`src/rtl/core/async_hdlc_tx_framer_macros.svh`:
```
// Assertion macros shared by the async HDLC transmit framer RTL.
`ifndef ASYNC_HDLC_TX_FRAMER_MACROS_SVH
`define ASYNC_HDLC_TX_FRAMER_MACROS_SVH

// Condition must hold in the same cycle as the trigger.
`define AHTF_ASSERT_IMP(label, clk, rst, ante, cons, msg) \
   label: assert property (@(posedge clk) disable iff (rst) (ante) |-> (cons)) \
      else $error(msg);

// Condition must hold in the cycle after the trigger.
`define AHTF_ASSERT_NEXT(label, clk, rst, ante, cons, msg) \
   label: assert property (@(posedge clk) disable iff (rst) (ante) |=> (cons)) \
      else $error(msg);

`endif

```
`src/rtl/core/ahtf_pkg.sv`:
```
// Shared types, constants and CRC function of the async HDLC transmit framer.
`timescale 1ns / 1ps
`default_nettype none

package ahtf_pkg;

   // Line octets and FCS constants
   localparam logic [7:0]  FLAG_OCTET = 8'h7e;
   localparam logic [7:0]  ESC_OCTET  = 8'h7d;
   localparam logic [7:0]  ESC_XOR    = 8'h20;
   localparam logic [7:0]  ADDR_OCTET = 8'hff;
   localparam logic [7:0]  CTRL_OCTET = 8'h03;
   localparam logic [15:0] FCS_INIT   = 16'hffff;
   localparam logic [15:0] FCS_POLY   = 16'h8408;
   localparam logic [15:0] LCP_PROTO  = 16'hc021;

   // Queue depth between front and back
   localparam int QUEUE_DEPTH = 4;

   // Register indexes of the configuration port
   localparam int CSR_IDX_W = 2;
   localparam logic [CSR_IDX_W-1:0] CSR_ESC_MAP    = 2'd0;
   localparam logic [CSR_IDX_W-1:0] CSR_ADDR_CTRL  = 2'd1;
   localparam logic [CSR_IDX_W-1:0] CSR_PROTO_COMP = 2'd2;

   // Operation codes carried from front to back
   typedef logic [2:0] ahtf_op_kind_type;
   localparam ahtf_op_kind_type OP_OPEN   = 3'd0;
   localparam ahtf_op_kind_type OP_BYTE   = 3'd1;
   localparam ahtf_op_kind_type OP_FCS_LO = 3'd2;
   localparam ahtf_op_kind_type OP_FCS_HI = 3'd3;
   localparam ahtf_op_kind_type OP_CLOSE  = 3'd4;

   typedef struct packed {
      ahtf_op_kind_type kind;
      logic [7:0]       value;
      logic             last;   // final op of its input word
   } ahtf_op_type;

   typedef struct packed {
      logic [31:0] esc_map;
      logic        addr_ctrl_compress;
      logic        proto_compress;
   } ahtf_cfg_type;

   // Reflected CRC-16, one byte folded in bit by bit
   function automatic logic [15:0] fcs16_byte(input logic [15:0] crc, input logic [7:0] b);
      logic [15:0] c;
      c = crc ^ {8'h00, b};
      for (int i = 0; i < 8; i++) begin
         if (c[0]) begin
            c = (c >> 1) ^ FCS_POLY;
         end else begin
            c = c >> 1;
         end
      end
      return c;
   endfunction

endpackage

`default_nettype wire

```
`src/rtl/core/ahtf_if.sv`:
```
// Valid/ready channel interfaces for request and response words.
`timescale 1ns / 1ps
`default_nettype none

interface ahtf_req_if;
   logic        valid;
   logic        ready;
   logic [7:0]  data_byte;
   logic        first_byte;
   logic        last_byte;
   logic [15:0] protocol;

   modport source (output valid, output data_byte, output first_byte,
                   output last_byte, output protocol, input ready);
   modport sink   (input valid, input data_byte, input first_byte,
                   input last_byte, input protocol, output ready);
endinterface

interface ahtf_rsp_if;
   logic       valid;
   logic       ready;
   logic [7:0] out_byte;
   logic       run_end;

   modport source (output valid, output out_byte, output run_end, input ready);
   modport sink   (input valid, input out_byte, input run_end, output ready);
endinterface

`default_nettype wire

```
`src/rtl/core/ahtf_front.sv`:
```
// Front end: accepts request words and expands each into a list of framing ops.
`timescale 1ns / 1ps
`default_nettype none

module ahtf_front
   import ahtf_pkg::*;
(
   input  wire logic         clock,
   input  wire logic         reset,
   input  wire ahtf_cfg_type cfg,
   ahtf_req_if.sink          req,
   output ahtf_op_type       push_op,
   output logic              push_valid,
   input  wire logic         push_ready
);

   localparam int NUM_STEPS = 9;
   localparam int STEP_W    = 4;

   localparam logic [STEP_W-1:0] S_OPEN  = 4'd0;
   localparam logic [STEP_W-1:0] S_ADDR  = 4'd1;
   localparam logic [STEP_W-1:0] S_CTRL  = 4'd2;
   localparam logic [STEP_W-1:0] S_PHI   = 4'd3;
   localparam logic [STEP_W-1:0] S_PLO   = 4'd4;
   localparam logic [STEP_W-1:0] S_DATA  = 4'd5;
   localparam logic [STEP_W-1:0] S_FLO   = 4'd6;
   localparam logic [STEP_W-1:0] S_FHI   = 4'd7;
   localparam logic [STEP_W-1:0] S_CLOSE = 4'd8;

   logic              busy_ff, busy_in;
   logic [STEP_W-1:0] step_ff, step_in;
   logic [7:0]        data_ff;
   logic              first_ff;
   logic              last_ff;
   logic [15:0]       proto_ff;

   logic [NUM_STEPS-1:0] step_en;
   logic [STEP_W-1:0]    next_step;
   logic                 more_steps;
   logic                 req_fire;
   logic                 push_fire;
   logic                 hdr_en;
   logic                 phi_en;

   // Which steps this word needs
   assign hdr_en = !cfg.addr_ctrl_compress || (proto_ff == LCP_PROTO);
   assign phi_en = !cfg.proto_compress || (proto_ff[15:8] != 8'h00);

   always_comb begin
      step_en          = '0;
      step_en[S_OPEN]  = first_ff;
      step_en[S_ADDR]  = first_ff && hdr_en;
      step_en[S_CTRL]  = first_ff && hdr_en;
      step_en[S_PHI]   = first_ff && phi_en;
      step_en[S_PLO]   = first_ff;
      step_en[S_DATA]  = 1'b1;
      step_en[S_FLO]   = last_ff;
      step_en[S_FHI]   = last_ff;
      step_en[S_CLOSE] = last_ff;
   end

   // Lowest enabled step above the current one
   always_comb begin
      next_step  = step_ff;
      more_steps = 1'b0;
      for (int i = NUM_STEPS - 1; i >= 0; i--) begin
         if (step_en[i] && (STEP_W'(i) > step_ff)) begin
            next_step  = STEP_W'(i);
            more_steps = 1'b1;
         end
      end
   end

   // Op for the current step
   always_comb begin
      push_op.last  = !more_steps;
      push_op.kind  = OP_BYTE;
      push_op.value = data_ff;
      case (step_ff)
         S_OPEN:  push_op.kind = OP_OPEN;
         S_ADDR:  push_op.value = ADDR_OCTET;
         S_CTRL:  push_op.value = CTRL_OCTET;
         S_PHI:   push_op.value = proto_ff[15:8];
         S_PLO:   push_op.value = proto_ff[7:0];
         S_DATA:  push_op.value = data_ff;
         S_FLO:   push_op.kind = OP_FCS_LO;
         S_FHI:   push_op.kind = OP_FCS_HI;
         S_CLOSE: push_op.kind = OP_CLOSE;
         default: push_op.value = data_ff;
      endcase
   end

   assign push_valid = busy_ff;
   assign push_fire  = busy_ff && push_ready;
   assign req.ready  = !busy_ff || (push_fire && !more_steps);
   assign req_fire   = req.valid && req.ready;

   // Sequencer control
   always_comb begin
      busy_in = busy_ff;
      step_in = step_ff;
      if (req_fire) begin
         busy_in = 1'b1;
         step_in = req.first_byte ? S_OPEN : S_DATA;
      end else if (push_fire) begin
         if (more_steps) begin
            step_in = next_step;
         end else begin
            busy_in = 1'b0;
         end
      end
   end

   always_ff @(posedge clock) begin
      if (reset) begin
         busy_ff <= 1'b0;
         step_ff <= S_DATA;
      end else begin
         busy_ff <= busy_in;
         step_ff <= step_in;
      end
   end

   // Held word
   always_ff @(posedge clock) begin
      if (req_fire) begin
         data_ff  <= req.data_byte;
         first_ff <= req.first_byte;
         last_ff  <= req.last_byte;
         proto_ff <= req.protocol;
      end
   end

endmodule

`default_nettype wire

```
`src/rtl/core/ahtf_queue.sv`:
```
// Small op queue decoupling the front end from the octet back end.
`timescale 1ns / 1ps
`default_nettype none

module ahtf_queue
   import ahtf_pkg::*;
#(
   parameter int DEPTH = QUEUE_DEPTH
)(
   input  wire logic        clock,
   input  wire logic        reset,
   input  wire ahtf_op_type push_op,
   input  wire logic        push_valid,
   output logic             push_ready,
   output ahtf_op_type      pop_op,
   output logic             pop_valid,
   input  wire logic        pop_ready
);

   localparam int PTR_W = (DEPTH > 1) ? $clog2(DEPTH) : 1;
   localparam int CNT_W = $clog2(DEPTH + 1);

   ahtf_op_type       slot_ff [DEPTH];
   logic [PTR_W-1:0]  wr_ptr_ff, wr_ptr_in;
   logic [PTR_W-1:0]  rd_ptr_ff, rd_ptr_in;
   logic [CNT_W-1:0]  count_ff, count_in;
   logic              push_fire;
   logic              pop_fire;

   assign push_ready = (count_ff != CNT_W'(DEPTH));
   assign pop_valid  = (count_ff != '0);
   assign push_fire  = push_valid && push_ready;
   assign pop_fire   = pop_valid && pop_ready;
   assign pop_op     = slot_ff[rd_ptr_ff];

   // Pointer and fill count update
   always_comb begin
      wr_ptr_in = wr_ptr_ff;
      rd_ptr_in = rd_ptr_ff;
      count_in  = count_ff;
      if (push_fire) begin
         wr_ptr_in = (wr_ptr_ff == PTR_W'(DEPTH - 1)) ? '0 : wr_ptr_ff + 1'b1;
      end
      if (pop_fire) begin
         rd_ptr_in = (rd_ptr_ff == PTR_W'(DEPTH - 1)) ? '0 : rd_ptr_ff + 1'b1;
      end
      if (push_fire && !pop_fire) begin
         count_in = count_ff + 1'b1;
      end else if (pop_fire && !push_fire) begin
         count_in = count_ff - 1'b1;
      end
   end

   always_ff @(posedge clock) begin
      if (reset) begin
         wr_ptr_ff <= '0;
         rd_ptr_ff <= '0;
         count_ff  <= '0;
      end else begin
         wr_ptr_ff <= wr_ptr_in;
         rd_ptr_ff <= rd_ptr_in;
         count_ff  <= count_in;
      end
   end

   // Slot storage
   always_ff @(posedge clock) begin
      if (push_fire) begin
         slot_ff[wr_ptr_ff] <= push_op;
      end
   end

endmodule

`default_nettype wire

```
`src/rtl/core/ahtf_back.sv`:
```
// Back end: runs FCS, escaping and the output register, one octet per cycle while rsp is not stalled.
`timescale 1ns / 1ps
`default_nettype none

`include "async_hdlc_tx_framer_macros.svh"

module ahtf_back
   import ahtf_pkg::*;
(
   input  wire logic         clock,
   input  wire logic         reset,
   input  wire ahtf_cfg_type cfg,
   input  wire ahtf_op_type  pop_op,
   input  wire logic         pop_valid,
   output logic              pop_ready,
   ahtf_rsp_if.source        rsp
);

   logic        out_valid_ff, out_valid_in;
   logic [7:0]  out_byte_ff, out_byte_in;
   logic        out_end_ff, out_end_in;
   logic        esc_pend_ff, esc_pend_in;
   logic [7:0]  pend_byte_ff, pend_byte_in;
   logic        pend_end_ff, pend_end_in;
   logic [15:0] crc_ff, crc_in;
   logic [7:0]  fcs_hi_ff, fcs_hi_in;

   logic        load_ok;
   logic        take_op;
   logic [15:0] fcs_val;
   logic [7:0]  sel_byte;
   logic        is_data;
   logic        need_esc;
   logic [15:0] crc_upd;

   assign load_ok   = !out_valid_ff || rsp.ready;
   assign take_op   = load_ok && !esc_pend_ff && pop_valid;
   assign pop_ready = take_op;

   // Octet to fold into the FCS and escape
   assign fcs_val = crc_ff ^ FCS_INIT;

   always_comb begin
      is_data  = 1'b1;
      sel_byte = pop_op.value;
      case (pop_op.kind)
         OP_BYTE:   sel_byte = pop_op.value;
         OP_FCS_LO: sel_byte = fcs_val[7:0];
         OP_FCS_HI: sel_byte = fcs_hi_ff;
         OP_OPEN:   is_data = 1'b0;
         OP_CLOSE:  is_data = 1'b0;
         default:   is_data = 1'b0;
      endcase
   end

   assign crc_upd = fcs16_byte(crc_ff, sel_byte);

   // Control characters by map, flag and escape always
   always_comb begin
      if (sel_byte < ESC_XOR) begin
         need_esc = is_data && cfg.esc_map[sel_byte[4:0]];
      end else begin
         need_esc = is_data && ((sel_byte == FLAG_OCTET) || (sel_byte == ESC_OCTET));
      end
   end

   // Output register, pending escaped octet and FCS state
   always_comb begin
      out_valid_in = out_valid_ff;
      out_byte_in  = out_byte_ff;
      out_end_in   = out_end_ff;
      esc_pend_in  = esc_pend_ff;
      pend_byte_in = pend_byte_ff;
      pend_end_in  = pend_end_ff;
      crc_in       = crc_ff;
      fcs_hi_in    = fcs_hi_ff;
      if (load_ok) begin
         if (esc_pend_ff) begin
            out_valid_in = 1'b1;
            out_byte_in  = pend_byte_ff;
            out_end_in   = pend_end_ff;
            esc_pend_in  = 1'b0;
         end else if (pop_valid) begin
            out_valid_in = 1'b1;
            if (is_data) begin
               crc_in = crc_upd;
               if (need_esc) begin
                  out_byte_in  = ESC_OCTET;
                  out_end_in   = 1'b0;
                  esc_pend_in  = 1'b1;
                  pend_byte_in = sel_byte ^ ESC_XOR;
                  pend_end_in  = pop_op.last;
               end else begin
                  out_byte_in = sel_byte;
                  out_end_in  = pop_op.last;
               end
            end else begin
               out_byte_in = FLAG_OCTET;
               out_end_in  = pop_op.last;
            end
            if (pop_op.kind == OP_OPEN) begin
               crc_in = FCS_INIT;
            end
            if (pop_op.kind == OP_FCS_LO) begin
               fcs_hi_in = fcs_val[15:8];
            end
         end else begin
            out_valid_in = 1'b0;
         end
      end
   end

   always_ff @(posedge clock) begin
      if (reset) begin
         out_valid_ff <= 1'b0;
         esc_pend_ff  <= 1'b0;
         crc_ff       <= FCS_INIT;
      end else begin
         out_valid_ff <= out_valid_in;
         esc_pend_ff  <= esc_pend_in;
         crc_ff       <= crc_in;
      end
   end

   always_ff @(posedge clock) begin
      out_byte_ff  <= out_byte_in;
      out_end_ff   <= out_end_in;
      pend_byte_ff <= pend_byte_in;
      pend_end_ff  <= pend_end_in;
      fcs_hi_ff    <= fcs_hi_in;
   end

   assign rsp.valid    = out_valid_ff;
   assign rsp.out_byte = out_byte_ff;
   assign rsp.run_end  = out_end_ff;

   // A held second octet only exists behind a shown escape octet
   `AHTF_ASSERT_IMP(a_pend_needs_out, clock, reset, esc_pend_ff, out_valid_ff,
      "pending octet without output")
   `AHTF_ASSERT_IMP(a_pend_shows_esc, clock, reset, esc_pend_ff,
      (out_byte_ff == ESC_OCTET) && !out_end_ff, "escape octet not shown")
   `AHTF_ASSERT_NEXT(a_open_inits_fcs, clock, reset, take_op && (pop_op.kind == OP_OPEN),
      crc_ff == FCS_INIT, "frame open did not reset FCS")

endmodule

`default_nettype wire

```
`src/rtl/core/async_hdlc_tx_framer.sv`:
```
// Top level of the async HDLC transmit framer with FCS-16.
//
//   Channel  Dir  Handshake          Word
//   req      in   valid/ready        data_byte, first_byte, last_byte, protocol
//   rsp      out  valid/ready        out_byte, run_end
//   csr      in   csr_write_en only  csr_index, csr_wdata
//
// The back end sends one line octet per cycle while rsp is not stalled; a word
// causes one octet per plain byte, two per escaped byte, plus the flag and up to
// four header bytes on frame start and two FCS bytes and the flag on frame end.
// The front end expands a word into ops one per cycle, while the queue has room,
// into a queue of QDEPTH ops, so it takes the next word while the back end drains
// earlier octets. Reset is synchronous; it empties the queue and output register
// and sets the FCS to 0xffff. Either side may stall at any time without loss.
`timescale 1ns / 1ps
`default_nettype none

module async_hdlc_tx_framer
   import ahtf_pkg::*;
#(
   parameter int QDEPTH = QUEUE_DEPTH
)(
   input  wire logic                 clock,
   input  wire logic                 reset,
   ahtf_req_if.sink                  req,
   ahtf_rsp_if.source                rsp,
   input  wire logic                 csr_write_en,
   input  wire logic [CSR_IDX_W-1:0] csr_index,
   input  wire logic [31:0]          csr_wdata
);

   ahtf_cfg_type cfg_ff, cfg_in;
   ahtf_op_type  push_op;
   logic         push_valid;
   logic         push_ready;
   ahtf_op_type  pop_op;
   logic         pop_valid;
   logic         pop_ready;

   // Configuration registers
   always_comb begin
      cfg_in = cfg_ff;
      if (csr_write_en) begin
         case (csr_index)
            CSR_ESC_MAP:    cfg_in.esc_map = csr_wdata;
            CSR_ADDR_CTRL:  cfg_in.addr_ctrl_compress = csr_wdata[0];
            CSR_PROTO_COMP: cfg_in.proto_compress = csr_wdata[0];
            default:        cfg_in = cfg_ff;
         endcase
      end
   end

   always_ff @(posedge clock) begin
      if (reset) begin
         cfg_ff.esc_map            <= 32'hffff_ffff;
         cfg_ff.addr_ctrl_compress <= 1'b0;
         cfg_ff.proto_compress     <= 1'b0;
      end else begin
         cfg_ff <= cfg_in;
      end
   end

   ahtf_front u_front (
      .clock      (clock),
      .reset      (reset),
      .cfg        (cfg_ff),
      .req        (req),
      .push_op    (push_op),
      .push_valid (push_valid),
      .push_ready (push_ready)
   );

   ahtf_queue #(
      .DEPTH (QDEPTH)
   ) u_queue (
      .clock      (clock),
      .reset      (reset),
      .push_op    (push_op),
      .push_valid (push_valid),
      .push_ready (push_ready),
      .pop_op     (pop_op),
      .pop_valid  (pop_valid),
      .pop_ready  (pop_ready)
   );

   ahtf_back u_back (
      .clock     (clock),
      .reset     (reset),
      .cfg       (cfg_ff),
      .pop_op    (pop_op),
      .pop_valid (pop_valid),
      .pop_ready (pop_ready),
      .rsp       (rsp)
   );

endmodule

`default_nettype wire
```
`src/flat_wrapper.sv`:
```
// flat-port wrapper written by rule: the top's interface ports become plain ports
module async_hdlc_tx_framer_flat import ahtf_pkg::*;
#(
   parameter int QDEPTH = QUEUE_DEPTH
)
  (clock, reset, csr_write_en, csr_index, csr_wdata, req_valid, req_data_byte, req_first_byte, req_last_byte, req_protocol, req_ready, rsp_valid, rsp_out_byte, rsp_run_end, rsp_ready);
  ahtf_req_if req_i ();
  ahtf_rsp_if rsp_i ();
  input  wire logic clock;
  input  wire logic reset;
  input  wire logic csr_write_en;
  input  wire logic [CSR_IDX_W-1:0] csr_index;
  input  wire logic [31:0] csr_wdata;
  input wire logic [$bits(req_i.valid)-1:0] req_valid;
  input wire logic [$bits(req_i.data_byte)-1:0] req_data_byte;
  input wire logic [$bits(req_i.first_byte)-1:0] req_first_byte;
  input wire logic [$bits(req_i.last_byte)-1:0] req_last_byte;
  input wire logic [$bits(req_i.protocol)-1:0] req_protocol;
  output wire logic [$bits(req_i.ready)-1:0] req_ready;
  output wire logic [$bits(rsp_i.valid)-1:0] rsp_valid;
  output wire logic [$bits(rsp_i.out_byte)-1:0] rsp_out_byte;
  output wire logic [$bits(rsp_i.run_end)-1:0] rsp_run_end;
  input wire logic [$bits(rsp_i.ready)-1:0] rsp_ready;
  assign req_i.valid = req_valid;
  assign req_i.data_byte = req_data_byte;
  assign req_i.first_byte = req_first_byte;
  assign req_i.last_byte = req_last_byte;
  assign req_i.protocol = req_protocol;
  assign req_ready = req_i.ready;
  assign rsp_valid = rsp_i.valid;
  assign rsp_out_byte = rsp_i.out_byte;
  assign rsp_run_end = rsp_i.run_end;
  assign rsp_i.ready = rsp_ready;
  async_hdlc_tx_framer #(.QDEPTH(QDEPTH)) u_core (.clock(clock), .reset(reset), .req(req_i), .rsp(rsp_i), .csr_write_en(csr_write_en), .csr_index(csr_index), .csr_wdata(csr_wdata));
endmodule
```
`config.mk`:
```
export PLATFORM = sky130hd
export DESIGN_NAME = async_hdlc_tx_framer_flat
export DESIGN_NICKNAME = d
export VERILOG_FILES = /design/src/rtl/core/ahtf_pkg.sv /design/src/rtl/core/ahtf_if.sv /design/src/rtl/core/ahtf_front.sv /design/src/rtl/core/ahtf_queue.sv /design/src/rtl/core/ahtf_back.sv /design/src/rtl/core/async_hdlc_tx_framer.sv /design/src/flat_wrapper.sv
export VERILOG_INCLUDE_DIRS = /design/src /design/src/rtl/core
export SDC_FILE = /design/constraint.sdc
export NUM_CORES = 1
export LEC_CHECK = 0
export ABC_AREA = 1
export BUFFER_PORTS_ARGS = -buffer_cell sky130_fd_sc_hd__buf_2
export CAP_MARGIN = 10
export CELL_PAD_IN_SITES_DETAIL_PLACEMENT = 0
export CELL_PAD_IN_SITES_GLOBAL_PLACEMENT = 2
export CORE_ASPECT_RATIO = 1.75
export CORE_MARGIN = 10
export CORE_UTILIZATION = 33
export DETAILED_ROUTE_END_ITERATION = 7
export PLACE_DENSITY_LB_ADDON = 0.1
export SETUP_SLACK_MARGIN = 0.5
export SYNTH_ARGS = -nofsm -noshare
export SYNTH_HDL_FRONTEND = slang
export SYNTH_SLANG_ARGS = --single-unit
```
`constraint.sdc`:
```
create_clock -name clock -period 2.65 [get_ports clock]
set_clock_uncertainty 0.15 [all_clocks]
set_input_delay 0.6625 -clock clock [delete_from_list [all_inputs] [get_ports clock]]
set_output_delay 0.6625 -clock clock [all_outputs]
set_load 0.05 [all_outputs]
```
==> results.json, run 1 <==
{
  "status": "finished with violations",
  "failed_checks": "setup timing",
  "cts_tree": "yes",
  "core-area_sq_mm": 0.0222,
  "cts_buffers": 17,
  "finalSetupTns_ns": -0.694,
  "hold_violations": 0,
  "path_class": "reg2reg",
  "clock-sinks": 166,
  "cts-hold-fix-buffers": 0,
  "antenna_found_initial": 0,
  "clock_latency_ns": 0.43,
  "root_buffer": "clkbuf_16",
  "relSlewSlack_pct": 59.1,
  "critPathLaunchType": "flip-flop",
  "dr.max_layer_used": "met4",
  "vias": 6103,
  "cts_htree_levels": 4,
  "grt_first_pass_wirelength_microns": 32700,
  "critPathCaptureType": "flip-flop",
  "syn-cell-area_sq_mm": 0.00747,
  "postSynthCellCount": 825,
  "path_max_fanout": 7,
  "drt_iter0_drc": 231,
  "power_density_mw_per_mm2": 1410,
  "ir_worst_vdd_mv": 0.560,
  "vias_per_cell": 4.68,
  "yosysSeqAreaShare_pct": 57.9,
  "area_delta_synth_final_pct": 37.8,
  "track_usage_pct": 14.2,
  "mostFrequentLayoutCell": "nand2_1",
  "worst_ep_arrival_time_ns": 2.73,
  "utilization_pct": 46.4,
  "final_cell_mix": "172 x nand2_1, 100 x edfxtp_1, 76 x inv_1, 74 x buf_2, 67 x buf_4",
  "grt_pass1_vias": 6461,
  "drt_first_pass_iters": 4,
  "post-dp-hpwl_microns": 15600,
  "synth_top_area_share_pct": 40.2,
  "fin_crit_sh_pct": 103,
  "critPathCapture": "u_core.u_back.pend_byte_ff[4]",
  "met1_length_microns": 7040,
  "syn_area_per_cell_sq_um": 9.05,
  "wirelength_microns": 20600,
  "hp-class": "in2reg",
  "ys_ff_latch": 166,
  "p_leak_nw": 4.39,
  "grt_max_degree": 44,
  "min_period_ns": 2.73,
  "num_antenna_cells": 0,
  "path_clk_slew_ns": 0.07,
  "yosysTopAreaCell": "edfxtp_1",
  "whs_ns": 0.257,
  "ff2ff_path_depth": 19,
  "wl_met2_microns": 12400,
  "r2r_setup_slack_ns": -0.08,
  "port_buffers": 75,
  "fin_ws_ns": -0.0840,
  "dr_wl_met3_microns": 579,
  "gr-total-overflow": 0,
  "ant_nets": 0,
  "syn-num-nets": 897,
  "finalMaxSlewViolations": 0,
  "p_total_mw": 14.5,
  "ios": 76,
  "wl_per_cell_microns": 15.8,
  "die_h_microns": 219,
  "required_ns": 2.64,
  "synth_warnings": 0,
  "place_congestion": 0.879,
  "cap_violations": 0,
  "setup_viol": 14,
  "rsz0062_at_grt": "true",
  "start_util_pct": 33.7,
  "die_w_microns": 134,
  "fmax_mhz": 366,
  "final_nets": 1067,
  "clockBufferDepth": 2,
  "place_ws_ns": -0.0853,
  "drc": 0,
  "tightestPinTransition_ns": 0.612,
  "drive_gt1_share_pct": 35.8,
  "synth_area_leaders": "edfxtp_1 40%, dfxtp_1 18%, nand2_1 10%, nand3_1 6.2%, inv_1 4.3%",
  "fp-row-count": 72,
  "synth_cell_type_count": 44,
  "r2r_end": "u_core.u_back.pend_byte_ff[4]",
  "die-area_sq_mm": 0.0293
}
worst min path at each step:
stage                                     end  cells past startpoint         startpoint  slack, ns
floorplan                   u_core.cfg_ff[14]                      2  u_core.cfg_ff[14]       0.28
global placement            u_core.cfg_ff[21]                      2  u_core.cfg_ff[21]       0.30
detailed placement          u_core.cfg_ff[18]                      2  u_core.cfg_ff[18]       0.30
CTS                    u_core.u_front.last_ff                      1      req_last_byte       0.24
global route        u_core.u_front.data_ff[5]                      1   req_data_byte[5]       0.24
finish              u_core.u_front.data_ff[1]                      1   req_data_byte[1]       0.26
layer usage:
metal	track usage (%)	vias up
met5	0	-
met1	12.5	2858
li1	-	3118
met3	3.00	27
met2	29.0	100
met4	7.06	0
cells in the mapped netlist:
cell      instances
a221oi_1          1
xor2_1            8
a21oi_1          23
a22o_1            1
nor2_4            3
buf_2             4
buf_6             1
fa_1              1
nand2_4           3
clkinv_1          1
nor4_1            4
o21ai_2           5
buf_4             4
a211oi_1          1
nand3_1          93
a21oi_2           1
nand2_2           4
a31oi_1           2
o21ai_0          46
o211a_1           1
nor2_2            1
o22ai_1           4
inv_1            85
nand2_1         200
o221ai_1          2
ha_1              6
nand3b_1          1
o21ai_1           2
nor3_2            1
nand4_1          14
nand3_2           4
edfxtp_1        100
xnor2_1           1
nor2_1           79
inv_4             1
nor3_1            7
inv_2             9
nand4_4           1
o21a_1            4
o211ai_1         13
nand3_4           1
clkbuf_1         15
a21boi_0          1
dfxtp_1          66
flip-flops by register name, indices dropped and copies added, names as in the netlist, 2 cells and up, named ones only:
register / count
u_core.cfg_ff: 34
u_core.u_back.crc_ff: 16
u_core.u_back.fcs_hi_ff: 8
u_core.u_back.pend_byte_ff: 8
u_core.u_back.rsp.out_byte: 8
u_core.u_front.data_ff: 8
u_core.u_front.proto_ff: 16
u_core.u_front.step_ff: 4
u_core.u_queue.count_ff: 3
u_core.u_queue.rd_ptr_ff: 2
u_core.u_queue.slot_ff: 48
u_core.u_queue.wr_ptr_ff: 2
repair_timing:
action	CTS	global route
gates resized for setup	123	87
pin swaps	25	30
endpoints found under the setup margin	38	44
buffers inserted	30	18
cloned	3	0
logic make-up after synthesis:
family | share of synthesized area, %
flops | 57.9
xor+xnor | 1.06
buf+inv | 6.43
compound gates | 8.48
fa+ha+maj | 1.27
simple gates | 24.8
worst max-delay path, stage by stage, from the launching register on:
cell and delay [ns]:
dfxtp_4 0.40, buf_6 0.14, nand2_2 0.05, nand3_2 0.08, nand2_4 0.06, buf_6 0.12
nor2_4 0.15, buf_6 0.12, nand2_4 0.05, nand3_4 0.09, buf_12 0.13, buf_16 0.12
nor2_4 0.04, nor2_1 0.08, nor2_1 0.05, nor2_1 0.15, nand2_2 0.11, nand3_4 0.11
nand3_4 0.12, clkinvlp_4 0.13
where the power goes:
part           total (mW)  switching [mW]  internal (mW)
clock network        2.27            1.05           1.22
registers            3.57           0.285           3.29
logic                8.69            4.91           3.78
total                14.5            6.25           8.29
stage by stage:
step                      instances  area (sq um)
after detailed placement       1221          8530
after global placement         1221          8530
after floorplan                 825          7510
after global routing           1304         10300
after CTS                      1286          9770
final                          1304         10300
cell type report:
| cell class | instances | area (sq um) |
|---|---|---|
| fillers | 2199 | 11900 |
| flip-flops and latches | 166 | 4350 |
| multi-input cells | 539 | 3340 |
| repair buffers | 174 | 1290 |
| clock buffers | 18 | 429 |
| inverters | 96 | 378 |
| well taps | 296 | 370 |
| clock inverters | 14 | 116 |
| repair inverters | 1 | 7.51 |
Power figures use the tool's default switching activity.
==> inputs of run 2 (changes only) <==
--- a/config.mk
+++ b/config.mk
@@ -6,17 +6,17 @@
 export SDC_FILE = /design/constraint.sdc
 export NUM_CORES = 1
 export LEC_CHECK = 0
-export ABC_AREA = 1
 export BUFFER_PORTS_ARGS = -buffer_cell sky130_fd_sc_hd__buf_2
 export CAP_MARGIN = 10
 export CELL_PAD_IN_SITES_DETAIL_PLACEMENT = 0
 export CELL_PAD_IN_SITES_GLOBAL_PLACEMENT = 2
 export CORE_ASPECT_RATIO = 1.75
 export CORE_MARGIN = 10
-export CORE_UTILIZATION = 33
+export CORE_UTILIZATION = 36
 export DETAILED_ROUTE_END_ITERATION = 7
 export PLACE_DENSITY_LB_ADDON = 0.1
 export SETUP_SLACK_MARGIN = 0.5
 export SYNTH_ARGS = -nofsm -noshare
 export SYNTH_HDL_FRONTEND = slang
 export SYNTH_SLANG_ARGS = --single-unit
+export TNS_END_PERCENT = 10
==> run 2 against run 1 <==
  * The run still ends with setup timing left
  * Sequential share of layout area rose by 2.4 points
  * Cell count fell by 21%
  * Clock power rose by 5%
  * Non-clock buffer count fell by 17
  * Register-to-register slack got worse by 0.58 ns
  * Critical path type unchanged
  * Largest cell class unchanged
==> results.json, run 2 <==
{
  "status": "finished with violations",
  "failed_checks": "setup timing",
  "synth-edff-count": 100,
  "path_max_fanout": 9,
  "netlist_top_cells_count": "100 x edfxtp_1, 66 x dfxtp_1, 39 x nor2_1",
  "mostFrequentLayoutCell": "edfxtp_1",
  "worst_ep_arrival_time_ns": 3.34,
  "wirelength_microns": 18700,
  "synth_most_common_cell": "edfxtp_1",
  "cts_buffers": 17,
  "hold_end": "u_core.u_front.data_ff[6]",
  "drc": 0,
  "dp.cells": 986,
  "largestRegisters": "u_core.u_queue.slot_ff: 48 flops, u_core.cfg_ff: 34 flops",
  "grt_first_pass_wirelength_microns": 29800,
  "cts_htree_levels": 4,
  "wl_per_cell_microns": 18.3,
  "vias": 5329,
  "final_cells": 1024,
  "required_ns": 2.67,
  "antenna_found_initial": 0,
  "fin_ws_ns": -0.666,
  "area_delta_synth_final_pct": 28.9,
  "syn_area_per_cell_sq_um": 12.1,
  "syn-cell-area_sq_mm": 0.00752,
  "r2r_end": "u_core.u_back.rsp.run_end",
  "synth_warnings": 0,
  "r2r_setup_slack_ns": -0.67,
  "ios": 76,
  "hp-class": "in2reg",
  "whs_ns": 0.258,
  "p_total_mw": 11.8,
  "cts_tree": "yes",
  "fp-row-count": 69,
  "synth_cell_type_count": 65,
  "rsz0062_at_grt": "true",
  "die_h_microns": 211,
  "path_clk_slew_ns": 0.07,
  "setup_viol": 31,
  "start_util_pct": 36.8,
  "final_cell_mix": "100 x edfxtp_1, 74 x buf_2, 68 x buf_4, 61 x dfxtp_1, 36 x nor2b_1",
  "die-area_sq_mm": 0.0273,
  "hold_violations": 0,
  "cap_violations": 0,
  "ys_ff_latch": 166,
  "final_nets": 835,
  "finalMaxSlewViolations": 0,
  "gr-total-overflow": 0,
  "post-dp-hpwl_microns": 14300,
  "postSynthCellCount": 620,
  "critPathLaunchType": "flip-flop",
  "fmax_mhz": 302,
  "power_density_mw_per_mm2": 1220,
  "worstHoldPathCells": 1,
  "ys_async_sr_fraction_pct": 0,
  "yosysTopAreaCell": "edfxtp_1",
  "place_congestion": 0.897,
  "ff2ff_path_depth": 9,
  "relSlewSlack_pct": 52.3,
  "path_class": "reg2reg",
  "hp-start": "req_data_byte[6]",
  "clock_latency_ns": 0.43,
  "critPathCaptureType": "flip-flop",
  "core-area_sq_mm": 0.0205,
  "ant_nets": 0,
  "clockBufferDepth": 2,
  "min_period_ns": 3.32,
  "tightestPinTransition_ns": 0.705,
  "die_w_microns": 129,
  "cts-hold-fix-buffers": 0,
  "drive_gt1_share_pct": 35.8,
  "root_buffer": "clkbuf_16",
  "largest_register_ffs": 48,
  "drt_first_pass_iters": 4,
  "p_leak_nw": 3.79,
  "fin_crit_sh_pct": 125,
  "track_usage_pct": 14.2,
  "synth_area_leaders": "edfxtp_1 40%, dfxtp_1 18%, a211o_1 3.7%, mux2i_1 3.5%, nor2b_1 3.1%",
  "drt_iter0_drc": 207,
  "ir_worst_vdd_mv": 0.512,
  "clock-sinks": 166,
  "yosysSeqAreaShare_pct": 57.5,
  "synth_top_area_share_pct": 39.9,
  "synth_top_flop_cell": "edfxtp_1",
  "top_register": "u_core.u_queue.slot_ff",
  "vias_per_cell": 5.20,
  "syn-num-nets": 692,
  "grt_max_degree": 65,
  "num_antenna_cells": 0,
  "grt_pass1_vias": 5852,
  "port_buffers": 75
}
## run 2: changes by cell type after synthesis, moves of 13 or more
cell,change
nand2b_1,+13
nor2_1,-40
o21ai_0,-26
a211o_1,+32
nor2b_1,+37
nand4_1,-13
inv_1,-47
mux2i_1,+26
nand3_1,-88
nand2_1,-173
xnor2_1,+14
## run 2: critical path: stages (launching register included)
cell	delay, ns
dfxtp_4	0.38
mux4_2	0.58
mux2_4	0.34
mux2i_4	0.17
buf_12	0.17
mux2i_1	0.09
a22o_1	0.23
o31a_1	0.30
a41o_4	0.33
o41a_1	0.33
## run 2: final cells by class
class	count	area (sq um)
clock buffer	17	425
inverter	39	151
tap	248	310
multi-input combinational	382	3230
clock inverter	15	143
timing repair buffer	157	1100
fill	1906	10800
sequential	166	4340
## run 2: worst max-delay path by stage
stage | endpoint | cells past startpoint
after global routing | u_core.u_back.rsp.run_end | 10
after detailed placement | u_core.u_back.rsp.out_byte[5] | 9
final | u_core.u_back.rsp.run_end | 9
after floorplan | u_core.u_back.rsp.run_end | 10
after global placement | u_core.u_back.pend_byte_ff[6] | 11
after CTS | u_core.u_back.rsp.run_end | 9
## run 2: per-layer routing
metal | wire, microns | global-route usage [%]
met4 | 618 | 6.70
met5 | 0 | 0
met1 | 6460 | 13.0
met3 | 718 | 3.52
met2 | 10900 | 27.8
## run 2: metrics by stage
step | TNS (ns) | util, % | cell area (sq um) | worst slack (ns)
5_1_grt | -17.11 | 47.4 | 9700 | -0.776
2_1_floorplan | -12.97 | - | 7560 | -0.668
3_5_place_dp | -18.85 | 42.5 | 8700 | -0.761
6_report | -12.94 | 47.4 | 9700 | -0.666
4_1_cts | -13.35 | 46.7 | 9550 | -0.679
3_3_place_gp | -17.93 | 42.5 | 8700 | -0.695
## run 2: kinds of logic (layout without fill, tap and decap cells)
group,Yosys count,count (layout),synth area share (%)
compound gates,148,148,14.5
mux,48,48,9.48
fa+ha+maj,7,7,1.26
xor+xnor,19,19,2.21
buf+inv,72,228,3.86
simple gates,160,160,11.2
flops,166,166,57.5
## run 2: repair_timing
action / 4_1_cts / 5_1_grt
gates cloned: 0 / 0
pin swaps: 23 / 20
resized for setup: 60 / 36
setup buffers: 5 / 1
endpoints found under the setup margin: 56 / 56
## run 2: power breakdown
part	internal, mW	switching, mW	total (mW)
registers	3.28	0.233	3.51
logic	2.92	3.02	5.94
clock network	1.32	1.08	2.39
